File: config.mk
export PLATFORM = sky130hd
export DESIGN_NAME = stt_cell
export DESIGN_NICKNAME = d
export VERILOG_FILES = /design/src/rtl/stt_pkg.sv /design/src/rtl/stt_cell.sv
export SDC_FILE = /design/constraint.sdc
export NUM_CORES = 1
export LEC_CHECK = 0
export BUFFER_PORTS_ARGS = -buffer_cell sky130_fd_sc_hd__buf_4
export CAP_MARGIN = 20
export CORE_MARGIN = 1.5
export CORE_UTILIZATION = 34
export CTS_CLUSTER_SIZE = 16
export DETAILED_ROUTE_END_ITERATION = 7
export GPL_TIMING_DRIVEN = 0
export PLACE_DENSITY = 0.69
export SKIP_CTS_REPAIR_TIMING = 1
export SLEW_MARGIN = 20
export SYNTH_ARGS = -nofsm -noshare
export SYNTH_HDL_FRONTEND = slang
export SYNTH_SLANG_ARGS = --single-unit
File: constraint.sdc
create_clock -name clk -period 4.2 [get_ports clk]
set_input_delay 0.42 -clock clk [delete_from_list [all_inputs] [get_ports clk]]
set_output_delay 0.42 -clock clk [all_outputs]
set_load 0.01 [all_outputs]
File: src/rtl/stt_pkg.sv
package stt_pkg;

	typedef enum logic [1:0] {
		CMD_CLEAR  = 2'd0,
		CMD_INSERT = 2'd1,
		CMD_QUERY  = 2'd2
	} stt_cmd_t;

	localparam int unsigned TIME_W  = 31;
	localparam int unsigned REF_W   = 16;
	localparam int unsigned FIDX_W  = 6;
	localparam int unsigned FCNT_W  = 7;

	typedef struct packed {
		logic [1:0]        command;
		logic [TIME_W-1:0] time_ms;
		logic [REF_W-1:0]  line_ref;
	} stt_in_t;

	typedef struct packed {
		logic              accepted;
		logic              table_empty;
		logic [FIDX_W-1:0] found_index;
		logic [REF_W-1:0]  found_ref;
		logic [FCNT_W-1:0] entry_count;
	} stt_out_t;

	// broadcast from the control to every cell
	typedef struct packed {
		logic              insert;
		logic              query;
		logic [TIME_W-1:0] time_ms;
		logic [REF_W-1:0]  line_ref;
	} stt_bus_t;

endpackage

File: src/rtl/stt_cell.sv
module stt_cell #(
	parameter int unsigned CNT_W = 7,
	parameter int unsigned IDX   = 0
) (
	input  logic                         clk,
	input  logic                         arst_n,
	input  stt_pkg::stt_bus_t            bus,
	input  logic [CNT_W-1:0]             count,
	input  logic                         prev_le,
	input  logic                         prev_gt,
	input  logic [stt_pkg::TIME_W-1:0]   prev_time,
	input  logic [stt_pkg::REF_W-1:0]    prev_ref,
	input  logic                         next_le,
	output logic                         le,
	output logic                         gt,
	output logic [stt_pkg::TIME_W-1:0]   time_q,
	output logic [stt_pkg::REF_W-1:0]    ref_q,
	output logic                         hit_q
);
	import stt_pkg::*;

	localparam logic [CNT_W-1:0] IDX_C = CNT_W'(IDX);
	localparam logic             FIRST = (IDX == 0);

	logic occ;
	logic is_pos;

	assign occ    = IDX_C < count;
	assign le     = occ && (time_q <= bus.time_ms);
	assign gt     = occ && (time_q > bus.time_ms);
	// first cell that is free or later than the new time
	assign is_pos = prev_le && (gt || !occ);

	always_ff @(posedge clk) begin
		if (bus.insert) begin
			if (prev_gt) begin
				time_q <= prev_time;
				ref_q  <= prev_ref;
			end else if (is_pos) begin
				time_q <= bus.time_ms;
				ref_q  <= bus.line_ref;
			end
		end
	end

	// last cell at or below the play time; cell zero also wins when none is
	always_ff @(posedge clk or negedge arst_n) begin
		if (!arst_n) begin
			hit_q <= 1'b0;
		end else if (bus.query) begin
			hit_q <= (FIRST || le) && !next_le;
		end
	end

endmodule

## Yosys cells after proc, flatten, opt, wreduce, memory -nomap -nowiden

Index checks and enable logic that the tools add are counted.

| operators by class | value |
|---|---|
| $lt $le $gt $ge | 3 |
| mux-type cells | 4 |
| reductions and logical operators | 8 |

Operators by type and width:

| kind | count |
|---|---|
| $mux 31 | 2 |
| $mux 16 | 2 |
| $gt 31x31->1 | 1 |
| $le 31x31->1 | 1 |
| $lt 1x7->1 const A | 1 |
| $logic_and 1x1->1 | 3 |
| $logic_not 1->1 | 2 |
| $reduce_and 2->1 | 1 |
| $reduce_bool 2->1 | 1 |
| $logic_or 1x1->1 | 1 |

| word-level totals | value |
|---|---|
| register bits | 48 |
| bits of input ports | 108 |
| output and inout bits | 50 |

## Logic depth before layout (Yosys ltp)

| logic depth | value |
|---|---|
| depth in word-level cells | 6 |
| gate-level depth with buffers | 7 |

## Worst setup path after synthesis

No wires, ideal clock.

| timing path | value |
|---|---|
| path type | register to register |
| from | reg time_q[29] (netlist name) |
| to | reg ref_q[0] (netlist name) (enable) |
| arrival time | 4.284 ns |
| data required time | 3.720 ns |
| path slack | -0.564 ns |
| stages on the path, launching flop included | 7 |
| buffers on the path | 0 |
| cell sequence | edfxtp_1 ha_1 nand4_2 nor4_2 nand4_1 a311o_1 a31oi_1 |

| between the ends | value |
|---|---|
| longest elaborated chain between the ends | 6 |

Ends and longest elaborated chain:

| what | line | text |
|---|---|---|
| start, declared | stt_cell.sv:16 | `output logic [stt_pkg::TIME_W-1:0] time_q,` |
| start signal, assigned | stt_cell.sv:37 | `time_q <= prev_time;` |
| start signal, assigned | stt_cell.sv:40 | `time_q <= bus.time_ms;` |
| $gt 31x31->1 | stt_cell.sv:30 | `assign gt = occ && (time_q > bus.time_ms);` |
| $logic_and 1x1->1 | stt_cell.sv:30 |  |
| $logic_or 1x1->1 | stt_cell.sv:32 | `assign is_pos = prev_le && (gt \|\| !occ);` |
| $logic_and 1x1->1 | stt_cell.sv:32 |  |
| $reduce_bool 2->1 (no line) | n/a |  |
| $reduce_and 2->1 (no line) | n/a |  |
| end signal, assigned | stt_cell.sv:38 | `ref_q <= prev_ref;` |
| end signal, assigned | stt_cell.sv:41 | `ref_q <= bus.line_ref;` |
| end, declared | stt_cell.sv:17 | `output logic [stt_pkg::REF_W-1:0] ref_q,` |

Every way passes these cells.
A chain may end at the register's enable or synchronous reset.

## Worst setup path after layout

| timing path | value |
|---|---|
| from | reg time_q[29] (netlist name) |
| to | reg time_q[26] (netlist name) (enable) |

| between the ends | value |
|---|---|
| longest elaborated chain between the ends | 6 |

Ends and longest elaborated chain:

| what | line |
|---|---|
| $gt 31x31->1 | stt_cell.sv:30 |
| $logic_and 1x1->1 | stt_cell.sv:30 |
| $logic_or 1x1->1 | stt_cell.sv:32 |
| $logic_and 1x1->1 | stt_cell.sv:32 |
| $reduce_bool 2->1 (no line) | n/a |
| $reduce_and 2->1 (no line) | n/a |

Every way passes these cells.

==> results.json <==
{
  "status": "finished clean",
  "cts_num_sinks": 48,
  "first_global_vias": 2516,
  "route.met3.wl_um": 648,
  "post_synthesis_net_count": 394,
  "mappedNetlistArea_mm2": 0.00278,
  "min_period_over_period_pct": 74.7,
  "drt_pre_antenna_iters": 4,
  "die_w_um": 93.4,
  "p_total_uw": 1150,
  "grt_antenna_before_repair": 0,
  "row_count": 32,
  "dr.max_layer_used": "met4",
  "gr-usage-all-layers_pct": 17.3,
  "drt-wirelength-per-cell_um": 14.5,
  "post_synth_inst_count": 255,
  "io_buffer_count": 156,
  "finClkSkew_ns": 0.00954,
  "worstPathMaxFanout": 21,
  "max-slew-margin-rel_pct": 60.2,
  "synth_enable_flop_cells": 47,
  "pin_count_of_the_biggest_net_entering_global_routing": 22,
  "max_cap_viol_count": 0,
  "worst_skew_pair.late_latency_ns": 0.30,
  "floorplan.initialDensity_pct": 35.6,
  "detail-route-antenna-nets": 0,
  "grt_remaining_overflow": 0,
  "cts_inserted_buffers": 5,
  "power.static_leakage_uw": 0.00197,
  "utilization_pct": 54.3,
  "power_per_unit_of_standard_cell_area_mw_per_mm2": 272,
  "final-max-slew-violation-count": 0,
  "first_iter_violations": 73,
  "timing.critical_path.arrival_ns": 3.14,
  "synth_flop_cell": "sky130_fd_sc_hd__edfxtp_1",
  "hp-class": "in2reg",
  "ys_top_cells_by_count": "sky130_fd_sc_hd__edfxtp_1 (47), sky130_fd_sc_hd__nand2_1 (38), sky130_fd_sc_hd__o21ai_0 (37)",
  "avgViaCountPerCell": 4.77,
  "yosys.area.top_type": "sky130_fd_sc_hd__edfxtp_1",
  "fmax_mhz": 319,
  "setup.worst_path.start_class": "flip-flop",
  "cts_h_tree_lvls": 2,
  "die_h_um": 93.4,
  "synthesis.yosys.warnings": 0,
  "worstMarginPinSlew_ns": 0.597,
  "final_net_count": 560,
  "rsz_0062_raised_after_global_routing": "no",
  "ys_async_sr_fraction_pct": 2.08,
  "drive_gt1_share_pct": 43.8,
  "routed_wl_um": 7580,
  "met2WireLength_um": 3730,
  "synth.distinct_cells": 28,
  "insertedDiodeCount": 0,
  "worst_ir_drop_vdd_mv": 0.125,
  "dpl.hpwl_um": 6170,
  "route.layer.met1.wl_um": 3110,
  "area_growth_syn_to_layout_pct": 52.5,
  "fp.dieArea_mm2": 0.00872,
  "synth_most_common_cell": "sky130_fd_sc_hd__edfxtp_1",
  "pin_count": 158,
  "clk_transition_reported_paths_ns": 0.09,
  "root_buffer": "sky130_fd_sc_hd__clkbuf_8",
  "cp-end-kind": "flip-flop",
  "synth_top_area_share_pct": 50.8,
  "drc_errors": 0,
  "report.final.setup_viol": 0,
  "seq_area_frac_synth_pct": 51.7,
  "synth_area_per_cell_um2": 10.9,
  "criticalPathCategory": "reg2reg",
  "grt_pass1_wl_um": 11600,
  "gp_congestion": 0.770,
  "timing_hold_violations_final": 0,
  "core_area_mm2": 0.00781,
  "worst_path_required_ns": 4.20,
  "synthTopCellsByArea": "sky130_fd_sc_hd__edfxtp_1 (51%), sky130_fd_sc_hd__ha_1 (14%), sky130_fd_sc_hd__mux2_2 (6.9%), sky130_fd_sc_hd__o21ai_0 (6.7%), sky130_fd_sc_hd__nand2_1 (5.1%)",
  "max-clock-path-buffers": 2,
  "timing.setup.tns_ns": 0,
  "period_needed_ns": 3.14,
  "yosys_register_bits": 48,
  "via_count": 2497,
  "tritoncts": "done"
}
==> worst paths after layout <==
check,startpoint,end,slack (ns),depth (start not counted)
max reg2reg,time_q[29]$_DFFE_PP_,time_q[26]$_DFFE_PP_,1.06,8
min in group asynchronous,arst_n,hit_q$_DFFE_PN0P_,0.43,2
max in group asynchronous,arst_n,hit_q$_DFFE_PN0P_,3.69,2
min,next_le,hit_q$_DFFE_PN0P_,0.30,2
max,time_q[29]$_DFFE_PP_,time_q[26]$_DFFE_PP_,1.06,8
min reg2reg,hit_q$_DFFE_PN0P_,hit_q$_DFFE_PN0P_,0.54,2
==> per-stage QoR <==
stage | hold slack, ns | std cells | cell area, µm² | setup slack (ns)
after global routing | 0.294 | 524 | 4240 | 0.916
final | 0.296 | 524 | 4240 | 1.06
after global placement | 0.195 | 513 | 4080 | -0.445
after floorplan | 0.124 | 255 | 2790 | 0.569
after detailed placement | 0.196 | 515 | 4150 | 0.945
after CTS | -0.133 | 523 | 4230 | 1.04
==> cell families after synthesis <==
kind of cell	Yosys count	synth area share, %
simple gates	59	10.4
mux	18	7.25
buf+inv	41	5.54
fa+ha+maj	31	14.0
flops	48	51.7
compound gates	58	11.2
==> placed cells by master (no fill, tap or decap), drive strengths merged <==
master,count
a21o,1
a21oi,15
a221o,1
a221oi,1
a311o,1
a31oi,1
and2,1
and3b,1
buf,158
clkbuf,16
clkinv,1
dfrtp,1
dlygate4sd3,1
edfxtp,47
ha,31
inv,32
mux2,17
mux2i,1
nand2,38
nand2b,2
nand3,2
nand3b,1
nand4,6
nor2,4
nor4,3
o21ai,37
o2bb2ai,1
or4,1
==> report_power, final <==
group | total (µW) | leakage (µW) | switching [µW] | internal, µW
Clock | 271 | 0.0000399 | 154 | 116
Combinational | 298 | 0.00148 | 133 | 165
Sequential | 584 | 0.000456 | 14.9 | 569
==> cell type report <==
| type | count | area [µm²] |
|---|---|---|
| inverter | 32 | 120 |
| fill | 707 | 3570 |
| sequential | 48 | 1440 |
| timing repair buffer | 159 | 1240 |
| tap | 102 | 128 |
| multi-input combinational | 166 | 1200 |
| clock buffer | 7 | 76.3 |
| buffer | 9 | 33.8 |
| clock inverter | 1 | 3.75 |
==> per-layer routing <==
metal  vias up  GRT usage [%]
met5         -              0
met4         0           4.42
met3         9           4.88
met2       102           30.4
met1      1138           20.6
li1       1248              -
==> flip-flops by register name (all words and copies together) (netlist names) <==
name    flops
time_q     31
ref_q      16
hit_q       1
==> worst max-delay path: stages, from the launching register on <==
cell and delay, ns:
sky130_fd_sc_hd__edfxtp_1 0.43, sky130_fd_sc_hd__ha_1 0.34, sky130_fd_sc_hd__nand4_2 0.13, sky130_fd_sc_hd__nor4_2 0.35
sky130_fd_sc_hd__nand4_1 0.20, sky130_fd_sc_hd__a311o_1 0.43, sky130_fd_sc_hd__a31oi_4 0.53, sky130_fd_sc_hd__buf_16 0.23
sky130_fd_sc_hd__buf_16 0.18
Power figures use the tool's default switching activity.
